### config.mk
export PLATFORM = sky130hd
export DESIGN_NAME = http_class_loader_payload_blocker
export DESIGN_NICKNAME = d
export VERILOG_FILES = /design/src/rtl/hcl_pkg.sv /design/src/rtl/hcl_front.sv /design/src/rtl/hcl_mid_fifo.sv /design/src/rtl/hcl_back.sv /design/src/rtl/http_class_loader_payload_blocker.sv
export SDC_FILE = /design/constraint.sdc
export NUM_CORES = 1
export LEC_CHECK = 0
export BUFFER_PORTS_ARGS = -buffer_cell sky130_fd_sc_hd__buf_4
export CAP_MARGIN = 20
export CORE_ASPECT_RATIO = 2
export CORE_MARGIN = 2
export CORE_UTILIZATION = 45
export DETAILED_ROUTE_END_ITERATION = 7
export GPL_TIMING_DRIVEN = 1
export SYNTH_ARGS = -nofsm -noshare
export SYNTH_HDL_FRONTEND = slang
export SYNTH_SLANG_ARGS = --single-unit
### constraint.sdc
create_clock -name clk -period 12.6 [get_ports clk]
set_input_delay 1.26 -clock clk [delete_from_list [all_inputs] [get_ports clk]]
set_output_delay 1.26 -clock clk [all_outputs]
set_load 0.005 [all_outputs]
### src/rtl/hcl_pkg.sv
// ----------------------------------------------------------------------------
// hcl_pkg
// Shared types and constants of the class-loader payload blocker.
// ----------------------------------------------------------------------------
package hcl_pkg;

  // Packet limits and scan window
  localparam int SCAN_LIMIT   = 384;
  localparam int MATCH_WINDOW = 30;
  localparam int MAX_PACKET   = 65535;

  // Byte position counter
  localparam int POS_W = 16;

  // Header constants
  localparam logic [7:0] PROTO_TCP   = 8'd6;
  localparam logic [7:0] IP_MIN_HDR  = 8'd20;
  localparam logic [7:0] TCP_MIN_HDR = 8'd20;

  // Watched destination ports
  localparam logic [15:0] PORT_HTTP     = 16'd80;
  localparam logic [15:0] PORT_HTTP_ALT = 16'd8080;
  localparam logic [15:0] PORT_HTTPS    = 16'd443;
  localparam logic [15:0] PORT_HTTPS_ALT = 16'd8443;

  // Configuration port
  localparam int CFG_ADDR_W = 1;
  localparam int CFG_DATA_W = 6;
  localparam logic [CFG_ADDR_W-1:0] CFG_RULE_ENABLE   = 1'b0;
  localparam logic [CFG_ADDR_W-1:0] CFG_HEADER_OFFSET = 1'b1;
  localparam logic [5:0] HEADER_OFFSET_RST = 6'd14;

  // Verdict reason codes
  localparam logic [2:0] REASON_MATCH      = 3'd0;
  localparam logic [2:0] REASON_TOO_SHORT  = 3'd1;
  localparam logic [2:0] REASON_NOT_TCP    = 3'd2;
  localparam logic [2:0] REASON_UNWATCHED  = 3'd3;
  localparam logic [2:0] REASON_RULE_OFF   = 3'd4;
  localparam logic [2:0] REASON_NO_PAYLOAD = 3'd5;
  localparam logic [2:0] REASON_NO_MATCH   = 3'd6;

  // Queue depths
  localparam int MID_DEPTH = 2;
  localparam int OUT_DEPTH = 2;

  typedef struct packed {
    logic [7:0] pkt_byte;
    logic       pkt_last;
  } in_word_t;

  typedef struct packed {
    logic        drop;
    logic [2:0]  reason;
    logic [15:0] source_port;
    logic [15:0] dest_port;
  } out_word_t;

  // Word passed from the parser to the matcher
  typedef struct packed {
    logic [7:0]  pkt_byte;
    logic        last;
    logic        scan_ok;   // window start lies in the scanned payload range
    logic [2:0]  reason;    // pre-verdict, valid on last
    logic [15:0] source_port;
    logic [15:0] dest_port;
  } mid_word_t;

  // Previous bytes of the packet, oldest first
  typedef logic [7:0] hist_t [MATCH_WINDOW-1];

endpackage

### src/rtl/hcl_front.sv
// ----------------------------------------------------------------------------
// hcl_front
// Byte parser: tracks position, pulls IPv4/TCP header fields, flags scan
// positions and builds the pre-verdict on the last byte of a packet.
// ----------------------------------------------------------------------------
module hcl_front (
  input  logic                            clk,
  input  logic                            rst,
  input  logic                            cfg_we,
  input  logic [hcl_pkg::CFG_ADDR_W-1:0]  cfg_addr,
  input  logic [hcl_pkg::CFG_DATA_W-1:0]  cfg_wdata,
  input  logic                            take,
  input  hcl_pkg::in_word_t               in_word,
  output hcl_pkg::mid_word_t              mid_word
);
  import hcl_pkg::*;

  localparam logic [POS_W-1:0] POS_MAX   = POS_W'(MAX_PACKET);
  localparam logic [POS_W-1:0] WIN_LAG   = POS_W'(MATCH_WINDOW - 1);
  localparam logic [POS_W-1:0] SCAN_SPAN = POS_W'(SCAN_LIMIT - MATCH_WINDOW);

  // Configuration registers
  logic       rule_enable;
  logic [5:0] header_offset;

  // Per-packet parse state
  logic [POS_W-1:0] pos;
  logic [5:0]       ip_hdr_bytes;
  logic [7:0]       proto;
  logic [5:0]       tcp_hdr_bytes;
  logic [15:0]      tcp_sport;
  logic [15:0]      tcp_dport;

  logic             active;
  logic [POS_W-1:0] h16;
  logic [5:0]       ip_hdr_bytes_next;
  logic [7:0]       proto_next;
  logic [5:0]       tcp_hdr_bytes_next;
  logic [15:0]      tcp_sport_next;
  logic [15:0]      tcp_dport_next;
  logic [6:0]       tcp_start;
  logic [POS_W-1:0] t16;
  logic [7:0]       pay_start;
  logic [POS_W-1:0] p16;
  logic [POS_W-1:0] win_start;
  logic [POS_W-1:0] pos_next;
  logic             watched;
  logic [2:0]       reason;

  // Header field capture for the current byte
  always_comb begin
    active             = (pos != POS_MAX);
    h16                = {{(POS_W-6){1'b0}}, header_offset};
    ip_hdr_bytes_next  = ip_hdr_bytes;
    proto_next         = proto;
    tcp_sport_next     = tcp_sport;
    tcp_dport_next     = tcp_dport;
    tcp_hdr_bytes_next = tcp_hdr_bytes;
    if (active && pos == h16) begin
      ip_hdr_bytes_next = {in_word.pkt_byte[3:0], 2'b00};
    end
    if (active && pos == h16 + POS_W'(9)) begin
      proto_next = in_word.pkt_byte;
    end
    tcp_start = {1'b0, header_offset} + {1'b0, ip_hdr_bytes_next};
    t16       = {{(POS_W-7){1'b0}}, tcp_start};
    if (active && pos == t16) begin
      tcp_sport_next[15:8] = in_word.pkt_byte;
    end
    if (active && pos == t16 + POS_W'(1)) begin
      tcp_sport_next[7:0] = in_word.pkt_byte;
    end
    if (active && pos == t16 + POS_W'(2)) begin
      tcp_dport_next[15:8] = in_word.pkt_byte;
    end
    if (active && pos == t16 + POS_W'(3)) begin
      tcp_dport_next[7:0] = in_word.pkt_byte;
    end
    if (active && pos == t16 + POS_W'(12)) begin
      tcp_hdr_bytes_next = {in_word.pkt_byte[7:4], 2'b00};
    end
    pay_start = {1'b0, tcp_start} + {2'b00, tcp_hdr_bytes_next};
    p16       = {{(POS_W-8){1'b0}}, pay_start};
    win_start = pos - WIN_LAG;
    pos_next  = active ? pos + POS_W'(1) : pos;
  end

  // Pre-verdict; a clean packet is marked no-match until the matcher says otherwise
  always_comb begin
    watched = (tcp_dport_next == PORT_HTTP) || (tcp_dport_next == PORT_HTTP_ALT) ||
              (tcp_dport_next == PORT_HTTPS) || (tcp_dport_next == PORT_HTTPS_ALT);
    if (pos_next < h16 + POS_W'(IP_MIN_HDR)) begin
      reason = REASON_TOO_SHORT;
    end else if (proto_next != PROTO_TCP) begin
      reason = REASON_NOT_TCP;
    end else if (pos_next < t16 + POS_W'(TCP_MIN_HDR)) begin
      reason = REASON_TOO_SHORT;
    end else if (!watched) begin
      reason = REASON_UNWATCHED;
    end else if (!rule_enable) begin
      reason = REASON_RULE_OFF;
    end else if (pos_next <= p16) begin
      reason = REASON_NO_PAYLOAD;
    end else begin
      reason = REASON_NO_MATCH;
    end
  end

  // Word toward the matcher
  always_comb begin
    mid_word.pkt_byte = in_word.pkt_byte;
    mid_word.last     = in_word.pkt_last;
    mid_word.scan_ok  = active && (pos >= WIN_LAG) && (win_start >= p16) &&
                        ((win_start - p16) < SCAN_SPAN);
    mid_word.reason   = reason;
    if (reason == REASON_TOO_SHORT || reason == REASON_NOT_TCP) begin
      mid_word.source_port = '0;
      mid_word.dest_port   = '0;
    end else begin
      mid_word.source_port = tcp_sport_next;
      mid_word.dest_port   = tcp_dport_next;
    end
  end

  // Configuration writes
  always_ff @(posedge clk) begin
    if (rst) begin
      rule_enable   <= 1'b0;
      header_offset <= HEADER_OFFSET_RST;
    end else if (cfg_we) begin
      unique case (cfg_addr)
        CFG_RULE_ENABLE:   rule_enable   <= cfg_wdata[0];
        CFG_HEADER_OFFSET: header_offset <= cfg_wdata;
      endcase
    end
  end

  // Parse state: advances per byte, cleared after the last byte
  always_ff @(posedge clk) begin
    if (rst) begin
      pos           <= '0;
      ip_hdr_bytes  <= '0;
      proto         <= '0;
      tcp_hdr_bytes <= '0;
      tcp_sport     <= '0;
      tcp_dport     <= '0;
    end else if (take) begin
      if (in_word.pkt_last) begin
        pos           <= '0;
        ip_hdr_bytes  <= '0;
        proto         <= '0;
        tcp_hdr_bytes <= '0;
        tcp_sport     <= '0;
        tcp_dport     <= '0;
      end else begin
        pos           <= pos_next;
        ip_hdr_bytes  <= ip_hdr_bytes_next;
        proto         <= proto_next;
        tcp_hdr_bytes <= tcp_hdr_bytes_next;
        tcp_sport     <= tcp_sport_next;
        tcp_dport     <= tcp_dport_next;
      end
    end
  end

  // A new packet starts at position zero
  a_pos_cleared: assert property (@(posedge clk) disable iff (rst)
    take && in_word.pkt_last |=> pos == '0)
    else $error("position not cleared after last byte");

endmodule

### src/rtl/hcl_mid_fifo.sv
// ----------------------------------------------------------------------------
// hcl_mid_fifo
// Short queue between the parser and the matcher.
// ----------------------------------------------------------------------------
module hcl_mid_fifo (
  input  logic               clk,
  input  logic               rst,
  input  logic               wr,
  input  hcl_pkg::mid_word_t wr_word,
  input  logic               rd,
  output hcl_pkg::mid_word_t rd_word,
  output logic               full,
  output logic               empty
);
  import hcl_pkg::*;

  localparam int PTR_W = $clog2(MID_DEPTH);
  localparam int CNT_W = $clog2(MID_DEPTH + 1);

  mid_word_t          mem [MID_DEPTH];
  logic [PTR_W-1:0]   wr_ptr;
  logic [PTR_W-1:0]   rd_ptr;
  logic [CNT_W-1:0]   cnt;

  assign full    = (cnt == CNT_W'(MID_DEPTH));
  assign empty   = (cnt == '0);
  assign rd_word = mem[rd_ptr];

  // Storage
  always_ff @(posedge clk) begin
    if (wr) begin
      mem[wr_ptr] <= wr_word;
    end
  end

  // Pointers and fill count
  always_ff @(posedge clk) begin
    if (rst) begin
      wr_ptr <= '0;
      rd_ptr <= '0;
      cnt    <= '0;
    end else begin
      if (wr) begin
        wr_ptr <= (wr_ptr == PTR_W'(MID_DEPTH - 1)) ? '0 : wr_ptr + PTR_W'(1);
      end
      if (rd) begin
        rd_ptr <= (rd_ptr == PTR_W'(MID_DEPTH - 1)) ? '0 : rd_ptr + PTR_W'(1);
      end
      if (wr && !rd) begin
        cnt <= cnt + CNT_W'(1);
      end else if (rd && !wr) begin
        cnt <= cnt - CNT_W'(1);
      end
    end
  end

  a_no_overflow: assert property (@(posedge clk) disable iff (rst)
    !(wr && full))
    else $error("write into full queue");

  a_no_underflow: assert property (@(posedge clk) disable iff (rst)
    !(rd && empty))
    else $error("read from empty queue");

endmodule

### src/rtl/hcl_back.sv
// ----------------------------------------------------------------------------
// hcl_back
// Pattern matcher over the byte history, final verdict and result queue.
// ----------------------------------------------------------------------------
module hcl_back (
  input  logic                clk,
  input  logic                rst,
  input  logic                mid_valid,
  input  hcl_pkg::mid_word_t  mid_word,
  output logic                mid_take,
  input  logic                pop,
  output logic                empty,
  output hcl_pkg::out_word_t  out_word
);
  import hcl_pkg::*;

  localparam int PTR_W  = $clog2(OUT_DEPTH);
  localparam int CNT_W  = $clog2(OUT_DEPTH + 1);
  localparam int HIST_N = MATCH_WINDOW - 1;

  function automatic logic either_case(input logic [7:0] b, input logic [7:0] lo);
    return (b == lo) || (b == lo - 8'd32);
  endfunction

  // Three binding patterns, anchored at the oldest history byte
  function automatic logic window_hits(input hist_t w);
    logic head;
    logic long_form;
    logic bracket_form;
    logic escape_form;
    head = (w[2] == "a") && (w[3] == "s") && (w[4] == "s");
    long_form = head && either_case(w[0], "c") && either_case(w[1], "l") &&
      (w[5] == ".") && either_case(w[6], "m") && (w[7] == "o") &&
      (w[8] == "d") && (w[9] == "u") && (w[10] == "l") && (w[11] == "e") &&
      (w[12] == ".") && either_case(w[13], "c") && either_case(w[14], "l") &&
      (w[15] == "a") && (w[16] == "s") && (w[17] == "s") &&
      either_case(w[18], "l") && (w[19] == "o") && (w[20] == "a") &&
      (w[21] == "d") && (w[22] == "e") && (w[23] == "r");
    bracket_form = (w[5] == "[") && (w[6] == "m") && (w[7] == "o");
    escape_form  = (w[5] == "%") && (w[6] == "2") && either_case(w[7], "e") &&
                   (w[8] == "m") && (w[9] == "o");
    return long_form ||
           (head && (w[0] == "c") && (w[1] == "l") && (bracket_form || escape_form));
  endfunction

  hist_t            hist;
  logic             match_seen;
  logic             hit;
  logic             seen_any;
  out_word_t        result;
  logic             res_push;
  logic             res_pop;
  out_word_t        mem [OUT_DEPTH];
  logic [PTR_W-1:0] wr_ptr;
  logic [PTR_W-1:0] rd_ptr;
  logic [CNT_W-1:0] cnt;

  // A last byte needs room in the result queue
  assign mid_take = mid_valid && (!mid_word.last || cnt != CNT_W'(OUT_DEPTH));
  assign res_push = mid_take && mid_word.last;
  assign res_pop  = pop && !empty;
  assign empty    = (cnt == '0);
  assign out_word = mem[rd_ptr];

  // Match test and final verdict
  always_comb begin
    hit                = mid_word.scan_ok && window_hits(hist);
    seen_any           = match_seen || hit;
    result.drop        = 1'b0;
    result.reason      = mid_word.reason;
    result.source_port = mid_word.source_port;
    result.dest_port   = mid_word.dest_port;
    if (mid_word.reason == REASON_NO_MATCH && seen_any) begin
      result.drop   = 1'b1;
      result.reason = REASON_MATCH;
    end
  end

  // Byte history shift line
  always_ff @(posedge clk) begin
    if (mid_take) begin
      for (int k = 0; k < HIST_N - 1; k++) begin
        hist[k] <= hist[k+1];
      end
      hist[HIST_N-1] <= mid_word.pkt_byte;
    end
  end

  // Sticky match flag per packet
  always_ff @(posedge clk) begin
    if (rst) begin
      match_seen <= 1'b0;
    end else if (mid_take) begin
      match_seen <= mid_word.last ? 1'b0 : seen_any;
    end
  end

  // Result queue storage
  always_ff @(posedge clk) begin
    if (res_push) begin
      mem[wr_ptr] <= result;
    end
  end

  // Result queue pointers and count
  always_ff @(posedge clk) begin
    if (rst) begin
      wr_ptr <= '0;
      rd_ptr <= '0;
      cnt    <= '0;
    end else begin
      if (res_push) begin
        wr_ptr <= (wr_ptr == PTR_W'(OUT_DEPTH - 1)) ? '0 : wr_ptr + PTR_W'(1);
      end
      if (res_pop) begin
        rd_ptr <= (rd_ptr == PTR_W'(OUT_DEPTH - 1)) ? '0 : rd_ptr + PTR_W'(1);
      end
      if (res_push && !res_pop) begin
        cnt <= cnt + CNT_W'(1);
      end else if (res_pop && !res_push) begin
        cnt <= cnt - CNT_W'(1);
      end
    end
  end

  a_cnt_bound: assert property (@(posedge clk) disable iff (rst)
    cnt <= CNT_W'(OUT_DEPTH))
    else $error("result queue count out of range");

  a_drop_reason: assert property (@(posedge clk) disable iff (rst)
    !empty |-> (out_word.drop == (out_word.reason == REASON_MATCH)))
    else $error("drop flag disagrees with reason");

  a_seen_cleared: assert property (@(posedge clk) disable iff (rst)
    res_push |=> !match_seen)
    else $error("match flag carried into next packet");

endmodule

### src/rtl/http_class_loader_payload_blocker.sv
// ----------------------------------------------------------------------------
// http_class_loader_payload_blocker
// Drops TCP packets to web ports whose payload carries a class-loader binding.
// ----------------------------------------------------------------------------
//  channel | handshake        | word
//  --------+------------------+-----------------------------------------------
//  input   | push / full      | in_word  : pkt_byte, pkt_last
//  result  | pop / empty      | out_word : drop, reason, source_port, dest_port
//  config  | cfg_we           | cfg_addr, cfg_wdata (0 rule_enable, 1 offset)
//
//  One byte per cycle sustained while full is low; the parser takes a byte every
//  cycle full is low. A verdict reaches the result side through the
//  parser-to-matcher queue and the result queue after the last byte. Reset (rst,
//  synchronous) clears all control state; no memory sweep. A stalled result side
//  fills the result queue, then the parser-to-matcher queue, and only then raises full.
// ----------------------------------------------------------------------------
module http_class_loader_payload_blocker (
  input  logic                            clk,
  input  logic                            rst,
  input  logic                            cfg_we,
  input  logic [hcl_pkg::CFG_ADDR_W-1:0]  cfg_addr,
  input  logic [hcl_pkg::CFG_DATA_W-1:0]  cfg_wdata,
  input  logic                            push,
  output logic                            full,
  input  hcl_pkg::in_word_t               in_word,
  output logic                            empty,
  input  logic                            pop,
  output hcl_pkg::out_word_t              out_word
);
  import hcl_pkg::*;

  mid_word_t front_word;
  mid_word_t queue_word;
  logic      take;
  logic      queue_empty;
  logic      queue_rd;

  assign take = push && !full;

  // Parser
  hcl_front u_front (
    .clk       (clk),
    .rst       (rst),
    .cfg_we    (cfg_we),
    .cfg_addr  (cfg_addr),
    .cfg_wdata (cfg_wdata),
    .take      (take),
    .in_word   (in_word),
    .mid_word  (front_word)
  );

  // Decoupling queue
  hcl_mid_fifo u_mid_fifo (
    .clk     (clk),
    .rst     (rst),
    .wr      (take),
    .wr_word (front_word),
    .rd      (queue_rd),
    .rd_word (queue_word),
    .full    (full),
    .empty   (queue_empty)
  );

  // Matcher and result queue
  hcl_back u_back (
    .clk       (clk),
    .rst       (rst),
    .mid_valid (!queue_empty),
    .mid_word  (queue_word),
    .mid_take  (queue_rd),
    .pop       (pop),
    .empty     (empty),
    .out_word  (out_word)
  );

endmodule
## After elaboration in Yosys (flattened, before gate mapping)

Memories as Yosys holds them, arrays and structs flattened. A register that Yosys moved wholly into a read port is not among the register bits.
Cells that the tools add are included.

| word-level totals | value |
|---|---|
| memory bits (writable) | 162 |
| memories | 2 |
| register bits after elaboration | 316 |
| logic and storage cells | 248 |
| input port bits | 21 |
| output and inout bits | 38 |

| cells by class | value |
|---|---|
| multiplexer cells | 39 |
| order comparisons | 6 |
| reduce and logical (&&, ||, !) cells | 81 |
| eq/ne operators | 55 |
| bitwise logic cells | 1 |
| add/subtract/negate cells | 20 |

Memories:

| name | depth | width | rd ports | clocked after Yosys merged registers in | wr ports | RTL line | source |
|---|---|---|---|---|---|---|---|
| u_mid_fifo.mem | 2 | 45 | 1 | 1 | 1 | hcl_mid_fifo.sv:20 | `mid_word_t mem [MID_DEPTH];` |
| u_back.mem | 2 | 36 | 1 | 1 | 1 | hcl_back.sv:53 | `out_word_t mem [OUT_DEPTH];` |

Operator list:

| kind | number |
|---|---|
| $eq 8x7->1 const B | 33 |
| $eq 16x16->1 | 5 |
| $mux 16 | 4 |
| $logic_and 1x1->1 | 52 |
| $mux 8 | 6 |
| $eq 8x6->1 const B | 4 |
| $lt 16x16->1 | 2 |
| $mux 32 | 1 |
| $mux 6 | 4 |
| $add 16x1->16 const B | 1 |
| $add 7x2->8 const B | 2 |
| $eq 16x13->1 const B | 1 |
| $eq 16x14->1 const B | 1 |
| $eq 16x6->1 | 1 |
| $eq 16x7->1 | 1 |
| $eq 16x7->1 const B | 1 |
| $eq 16x9->1 const B | 1 |
| $ge 16x5->1 const B | 1 |
| $ge 16x8->1 | 1 |
| $le 16x8->1 | 1 |
| $lt 16x9->1 const B | 1 |
| $ne 16x16->1 const B | 1 |
| $sub 16x5->16 const B | 1 |
| $sub 16x8->16 | 1 |
| 26 further kinds | 75 |

## Logic depth before layout (Yosys ltp)

Gate-level depths: netlist (run 1).

| depth | value |
|---|---|
| depth in word-level cells | 29 |
| mapped depth | 37 |
| depth with buffers taken out | 35 |

## By module

A second synthesis (run 1) with hierarchy kept.

| unflattened totals | value |
|---|---|
| cells, all modules | 1521 |
| area total of the unflattened synthesis | 20986.4 um2 |

Modules (own cells, without submodules):

| module | seq. area each (um2) | cells an instance | times used | area an instance (um2) |
|---|---|---|---|---|
| hcl_back | 9248.9 | 461 | 1 | 10570.1 |
| hcl_front | 1501.4 | 896 | 1 | 6931.6 |
| hcl_mid_fifo | 2802.7 | 162 | 1 | 3467.1 |
| http_class_loader_payload_blocker | 0.0 | 2 | 1 | 17.5 |

## Worst setup path after synthesis (run 1)

Ideal clock, no wire load.

| timing path | value |
|---|---|
| kind | reg2reg |
| start point | register u_front.pos[10] |
| end point | memory u_mid_fifo.mem[0][33] (netlist name) (data pin) |
| slack | 5.188 ns |
| required time | 12.329 ns |
| arrival | 7.141 ns |
| setup time | 0.271 ns |
| clock period less this slack | 7.412 ns |
| buffers on the path | 1 |
| stages on the path, launching flop included | 32 |
| path through | dfxtp_1 clkbuf_1 nor3_2 nand2b_1 nand2b_1 or2_2 nor4_1 nand4_1 mux2_2 ha_1 a21o_1 or3_1 and2_1 ha_1 xnor2_1 nor4_1 nand3_1 mux2_2 ha_1 nor2b_1 o21ai_0 a21oi_1 nand2b_1 ha_1 nand2_1 nor2_1 nor2_1 maj3_1 maj3_1 a221oi_1 or3b_2 o211ai_1 |

RTL lines:

| element | RTL line | source |
|---|---|---|
| from (decl) | hcl_front.sv:27 | `logic [POS_W-1:0] pos;` |
| from (signal assigned) | hcl_front.sv:156 | `pos <= pos_next;` |
| to (decl) | hcl_mid_fifo.sv:20 |  |

==> run metrics, run 1 <==
outcome=finished clean; final count of hold timing violations=0; DRC=0; Slew HR=0.269; Startpoint Class=flop; Die Span Y=308 um; Ys Warns=0; Syn Nets=1628; cts bufs inserted=43; Final Wtd Congestion=0.904; RSZ-0062 raised after global routing=false; final worst path period share=0.688; crit-path max FO=16; Cell Pwr Density=210 nW/um2; Post-synth top flop=edfxtp_1; Clock Latency Late Sink=0.56 ns; Synth async-reset ratio=0; Die X=156 um; kind of critical path=reg -> reg; clock sinks=480; drt total wl=48500 um; setup bufs post-CTS=0; CTS resizes=0; post-synth top area share=0.568; Detailed Place HPWL=34200 um; Worst Path Required=12.87 ns; sequential area share after synthesis=0.651; first-pass GRT wire length=74100 um; antenna violations before repair=0; core footprint=45700 um2; setup violators final=0; Setup crit end kind=flop; wire per inst=22.0 um; ratio of cells with drive above 1 in the final layout=0.161; CP max stage delay=0.47 ns; I/O Buffers=58; Yosys top cell by area=edfxtp_1; Starting Density=0.456; Cell variety after synth=83; CTS tree=built; drt initial violations=784; vias in the first global route=13100; leakage power=0.00796 uW; Max Freq=115 MHz; # hold bufs at CTS=0; Std-Cell Rows=111; TritonRoute pass-1 iters=7; # diodes=0; Final nets=1677; Routed Antenna Nets=0; EDFF count, synth=394; total gr overflow=0; Vias per Instance=5.70; Mapped Avg Cell Area=13.4 um2; worst slack at placement=4.00 ns; Hold WC Path Type=reg -> reg; clock-pin slew on the worst setup and hold paths=0.07 ns; Clock Skew=0.0194 ns; setup_tns=0 ns; H-tree Lvls=2; pin count of the biggest net entering global routing=155; worst vdd ir=0.000166 V; Ports=59; Synth Register Bits=480; Max-Cap Viols=0; fin worst setup slack=3.93 ns; CP dominant cell by count=ha_1; Syn Std Cell Area=20800 um2; DR vias=12500; Synth area leaders=edfxtp_1 (57%), dfxtp_1 (8.3%), mux2_2 (4.8%), ha_1 (3.1%), nor2_1 (2.5%); Fillers=3848; die area=48100 um2; Clock Tree Buf Depth=3; crit path DAT=8.95 ns; Tmin final=8.67 ns; Synth Instances=1552; CTS root buf=clkbuf_16; slowest cell on the critical path=dfxtp_1; Slew Viols, Final=0; area grow syn2layout=11.7%; Least-Margin Pin Slew=1.09 ns; Tot GR Track Use=0.202
cell families (layout without fill, tap and decap cells):
family	count (synthesis)	in the layout	synth area share
xor+xnor	68	68	0.0302
buf+inv	114	198	0.0225
simple gates	456	456	0.116
mux	128	128	0.0668
flops	480	480	0.651
fa+ha+maj	58	58	0.0356
compound gates	248	248	0.0777
per-layer routing:
layer  share of wire  track usage
met5               0            0
met4           0.053        0.107
met3           0.029       0.0232
met2            0.57        0.401
met1            0.35        0.200
report_power, final:
group / internal, uW / switching (uW)
logic: 292 / 463
clock network: 751 / 588
registers: 2500 / 285
critical path, delay by kind of cell, from the launching register on:
kind,cells,cell delay (ns)
buf+inv,2,0.21
simple gates,15,3.21
compound gates,9,1.86
fa+ha+maj,6,1.87
flops,1,0.47
mux,2,0.78
worst paths after layout:
| kind | startpoint | end | slack (ns) | cells past startpoint |
|---|---|---|---|---|
| setup reg to reg | u_front.pos[8] | u_mid_fifo.mem[0][33] | 3.93 | 34 |
| hold / removal | u_back.hist[37] | u_back.hist[45] | 0.41 | 0 |
| hold reg to reg | u_back.hist[37] | u_back.hist[45] | 0.41 | 0 |
| setup / recovery | u_front.pos[8] | u_mid_fifo.mem[0][33] | 3.93 | 34 |
layout make-up:
class                      count  area, um2  area share
sequential                   480      13600       0.583
multi-input combinational    958       6820       0.293
clock buffer                  53       1170      0.0501
tap                          565        707      0.0304
timing repair buffer          74        568      0.0244
clock inverter                27        273      0.0117
inverter                      44        175     0.00753
cells in the mapped netlist, types with 4 or more instances:
library cell and n:
o211ai_1 6, and3_1 7, mux2_2 88, nor2b_1 18, a211o_1 4, nand3_1 36, xnor2_1 42, nand4_1 26
xor2_1 23, or2_2 5, buf_2 6, a211oi_1 4, inv_1 42, edfxtp_1 394, buf_1 8, o22ai_1 8
a21oi_1 65, o21ai_1 4, nor2_1 138, a22oi_1 48, o21ai_0 48, nand4b_1 10, or3_1 8, nor4bb_1 12
mux2i_1 40, nand2b_1 26, clkbuf_1 49, a21o_1 9, nor4_1 20, ha_1 52, or4_1 6, dfxtp_1 86
nor4b_1 16, buf_4 6, nand2_1 74, and2_1 6, nor3_1 27, a31oi_1 14
stage by stage:
stage	hold slack [ns]	cell area [um2]	util	cells	total power [uW]
after floorplan	0.400	20800	-	1552	3230
after global placement	0.401	21800	0.477	2119	3550
after detailed placement	0.405	21800	0.477	2120	3580
after CTS	0.409	23300	0.509	2200	4940
after global routing	0.415	23300	0.509	2201	5100
final	0.411	23300	0.509	2201	4880
sequential cells by signal, summed over array words and instances, names as in the netlist, 2 cells and up, named ones only:
register               flops
u_front.proto              8
u_mid_fifo.mem            90
u_front.pos               16
u_front.ip_hdr_bytes       6
u_front.tcp_dport         16
u_back.cnt                 2
u_front.header_offset      6
u_back.hist              232
u_back.mem                72
u_mid_fifo.cnt             2
u_front.tcp_sport         16
u_front.tcp_hdr_bytes      6
placed cells by master (no fill, tap or decap), types with 9 or more instances in the layout:
| cell | synthesis | final |
|---|---|---|
| edfxtp_1 | 394 | 394 |
| nor2_1 | 138 | 136 |
| mux2_2 | 88 | 88 |
| dfxtp_1 | 86 | 84 |
| nand2_1 | 74 | 74 |
| buf_4 | 6 | 73 |
| a21oi_1 | 65 | 65 |
| ha_1 | 52 | 52 |
| o21ai_0 | 48 | 48 |
| a22oi_1 | 48 | 48 |
| clkbuf_16 | 0 | 45 |
| xnor2_1 | 42 | 42 |
| inv_1 | 42 | 41 |
| mux2i_1 | 40 | 40 |
| nand3_1 | 36 | 36 |
| nand2b_1 | 26 | 26 |
| nand4_1 | 26 | 26 |
| nor3_1 | 27 | 26 |
| xor2_1 | 23 | 23 |
| nor4_1 | 20 | 20 |
| nor2b_1 | 18 | 18 |
| nor4b_1 | 16 | 16 |
| a31oi_1 | 14 | 14 |
| nor4bb_1 | 12 | 12 |
| clkinv_2 | 0 | 12 |
| nand4b_1 | 10 | 10 |
| a21o_1 | 9 | 9 |
Note: power is estimated with default switching activity, not from simulation.
==> inputs of run 2 (changes only) <==
--- a/config.mk
+++ b/config.mk
@@ -5,6 +5,7 @@
 export SDC_FILE = /design/constraint.sdc
 export NUM_CORES = 1
 export LEC_CHECK = 0
+export ABC_AREA = 1
 export BUFFER_PORTS_ARGS = -buffer_cell sky130_fd_sc_hd__buf_4
 export CAP_MARGIN = 20
 export CORE_ASPECT_RATIO = 2
==> constraint.sdc (replaced) <==
create_clock -name clk -period 7.1 [get_ports clk]
set_input_delay 0.71 -clock clk [delete_from_list [all_inputs] [get_ports clk]]
set_output_delay 0.71 -clock clk [all_outputs]
set_load 0.005 [all_outputs]
==> run metrics, run 2 <==
CP dominant cell by count=nand2_1; crit-path max FO=8; CTS root buf=clkbuf_16; Slew Viols, Final=0; Mapped Avg Cell Area=11.4 um2; Vias per Instance=5.16; Clock Tree Buf Depth=3; crit path DAT=6.87 ns; Max-Cap Viols=0; Post-synth top flop=edfxtp_1; DR vias=13600; sequential share of power=0.548; NetSw=2490 uW; kind of critical path=reg -> reg; Cell variety after synth=55; Synth Instances=1873; design area=24400 um2; Syn Nets=1950; Clock Latency Late Sink=0.56 ns; clock-pin slew on the worst setup and hold paths=0.07 ns; Final nets=2049; RSZ-0062 raised after global routing=false; Slew HR=0.323; sequential area share after synthesis=0.632; Combinational Power Share=0.173; drt initial violations=978; Power Internal=6410 uW; die area=49500 um2; Synth async-reset ratio=0; Die X=158 um; Cell Pwr Density=364 nW/um2; slowest cell on the critical path=fa_2; wire per inst=16.9 um; TritonRoute pass-1 iters=5; worst vdd ir=0.000459 V; Starting Density=0.454; final count of hold timing violations=0; Detailed Place HPWL=29900 um; Yosys top cell by area=edfxtp_1; vias in the first global route=13200; Largest register FFs=232; clock sinks=480; Synth area leaders=edfxtp_1 (55%), dfxtp_1 (8.0%), nand2_1 (6.0%), mux2_2 (4.1%), inv_1 (3.2%); setup violators final=0; Final Wtd Congestion=0.900; H-tree Lvls=2; EDFF count, synth=394; Ports=59; pin count of the biggest net entering global routing=182; first-pass GRT wire length=69600 um; Post-synth top cells=edfxtp_1 (394), nand2_1 (345), inv_1 (183); ratio of cells with drive above 1 in the final layout=0.171; Switching Fraction=0.280; outcome=finished clean; Biggest register=u_back.hist; Worst Path Required=7.42 ns; CTS tree=built; most common cell after layout, fill and taps aside=edfxtp_1; most frequent cells in the layout=edfxtp_1 (394), nand2_1 (345), inv_1 (183), nor2_1 (132), buf_4 (97); antenna violations before repair=0; Fillers=4184; Syn Std Cell Area=21400 um2; Placed Area=22800 um2; top-count cell post-synth=edfxtp_1; CP max stage delay=0.47 ns; post-synth top area share=0.552; leakage power=0.00916 uW; I/O Buffers=58; DRC=0; Startpoint Class=flop; drt total wl=44700 um; Hold WC Path Type=in -> reg; # hold bufs at CTS=0; Die Span Y=313 um; Setup crit end kind=flop; total gr overflow=0; clock share of power=0.279; setup_tns=0 ns; Routed Antenna Nets=0; Tot GR Track Use=0.179; Tmin final=6.55 ns; overall power=8890 uW; core footprint=47200 um2; Synth Register Bits=480; Least-Margin Pin Slew=1.01 ns; final worst path period share=0.922; Clock Skew=0.0222 ns; area grow syn2layout=14.0%; Std-Cell Rows=113; Max Freq=153 MHz; Ys Warns=0; Largest regs=u_back.hist (232), u_mid_fifo.mem (90), u_back.mem (72); cts bufs inserted=44
[run 2: changes by cell type after synthesis, sizes merged, moves of 26 or more]
cell	before	now
xnor2	45	11
nand2	74	359
nand3	37	100
inv	44	187
nand2b	26	0
a22oi	48	0
a21oi	67	125
[run 2: cell type report]
class | instances | area [um2] | area share
flip-flops and latches | 480 | 13600 | 0.555
clock buffers | 50 | 1140 | 0.0468
diodes | 1 | 2.50 | 0.000102
well taps | 632 | 791 | 0.0324
clock inverters | 30 | 379 | 0.0155
inverters | 189 | 709 | 0.0290
multi-input cells | 1156 | 7050 | 0.288
repair buffers | 101 | 808 | 0.0331
[run 2: worst paths after layout]
check                                startpoint                  endpoint  slack [ns]  cells after the start
worst max register to register  u_front.pos[10]     u_mid_fifo.mem[1][35]        0.55                     38
worst min-delay path               cfg_wdata[2]  u_front.header_offset[2]        0.37                      3
worst min register to register  u_back.hist[35]           u_back.hist[43]        0.42                      0
worst max-delay path            u_front.pos[10]     u_mid_fifo.mem[1][35]        0.55                     38
[run 2: per-stage QoR]
stage | hold slack (ns) | cells | utilization | setup WS, ns
floorplan | 0.400 | 1873 | - | 0.409
global placement | 0.400 | 2551 | 0.482 | 0.353
detailed placement | 0.405 | 2551 | 0.482 | 0.221
CTS | 0.344 | 2631 | 0.514 | 0.190
global route | 0.374 | 2638 | 0.518 | 0.0270
finish | 0.370 | 2639 | 0.518 | 0.552
[run 2: cells by family after synthesis]
| group | count (synthesis) | synth area share |
|---|---|---|
| AOI/OAI and AO/OA | 224 | 0.0639 |
| xor gates and xnor gates | 57 | 0.0233 |
| adders and majority gates | 56 | 0.0337 |
| buffers and inverters | 240 | 0.0451 |
| DFF | 480 | 0.632 |
| muxes | 95 | 0.0489 |
| and+or+nand+nor | 721 | 0.153 |
[run 2: what timing repair did]
| item | CTS | global route |
|---|---|---|
| resized for setup | 0 | 22 |
| buffers inserted | 0 | 2 |
| setup endpoints to repair | 0 | 66 |
[run 2: layer usage]
metal / GRT usage / vias up / share of wire
li1: - / 6737 / -
met1: 0.246 / 6510 / 0.45
met2: 0.296 / 292 / 0.47
met3: 0.0207 / 74 / 0.040
met4: 0.0584 / 0 / 0.034
met5: 0 / - / 0
[run 2: power by group through the flow]
stage               registers (uW)  clock network [uW]  logic, uW
floorplan                     4840                   0       1030
global placement              4900                   0       1530
detailed placement            4920                   0       1540
CTS                           4880                2560       1540
global route                  4970                2650       1720
finish                        4870                2480       1540
[run 2: worst max-delay path, delay by kind of cell, from the launching register on]
family / cells / cell delay (ns)
flip-flops: 1 / 0.36
AO/OA/AOI/OAI: 6 / 0.86
buffers and inverters: 5 / 0.62
adder cells (fa/ha/maj): 5 / 1.69
XOR/XNOR: 1 / 0.13
AND/OR/NAND/NOR: 21 / 2.64
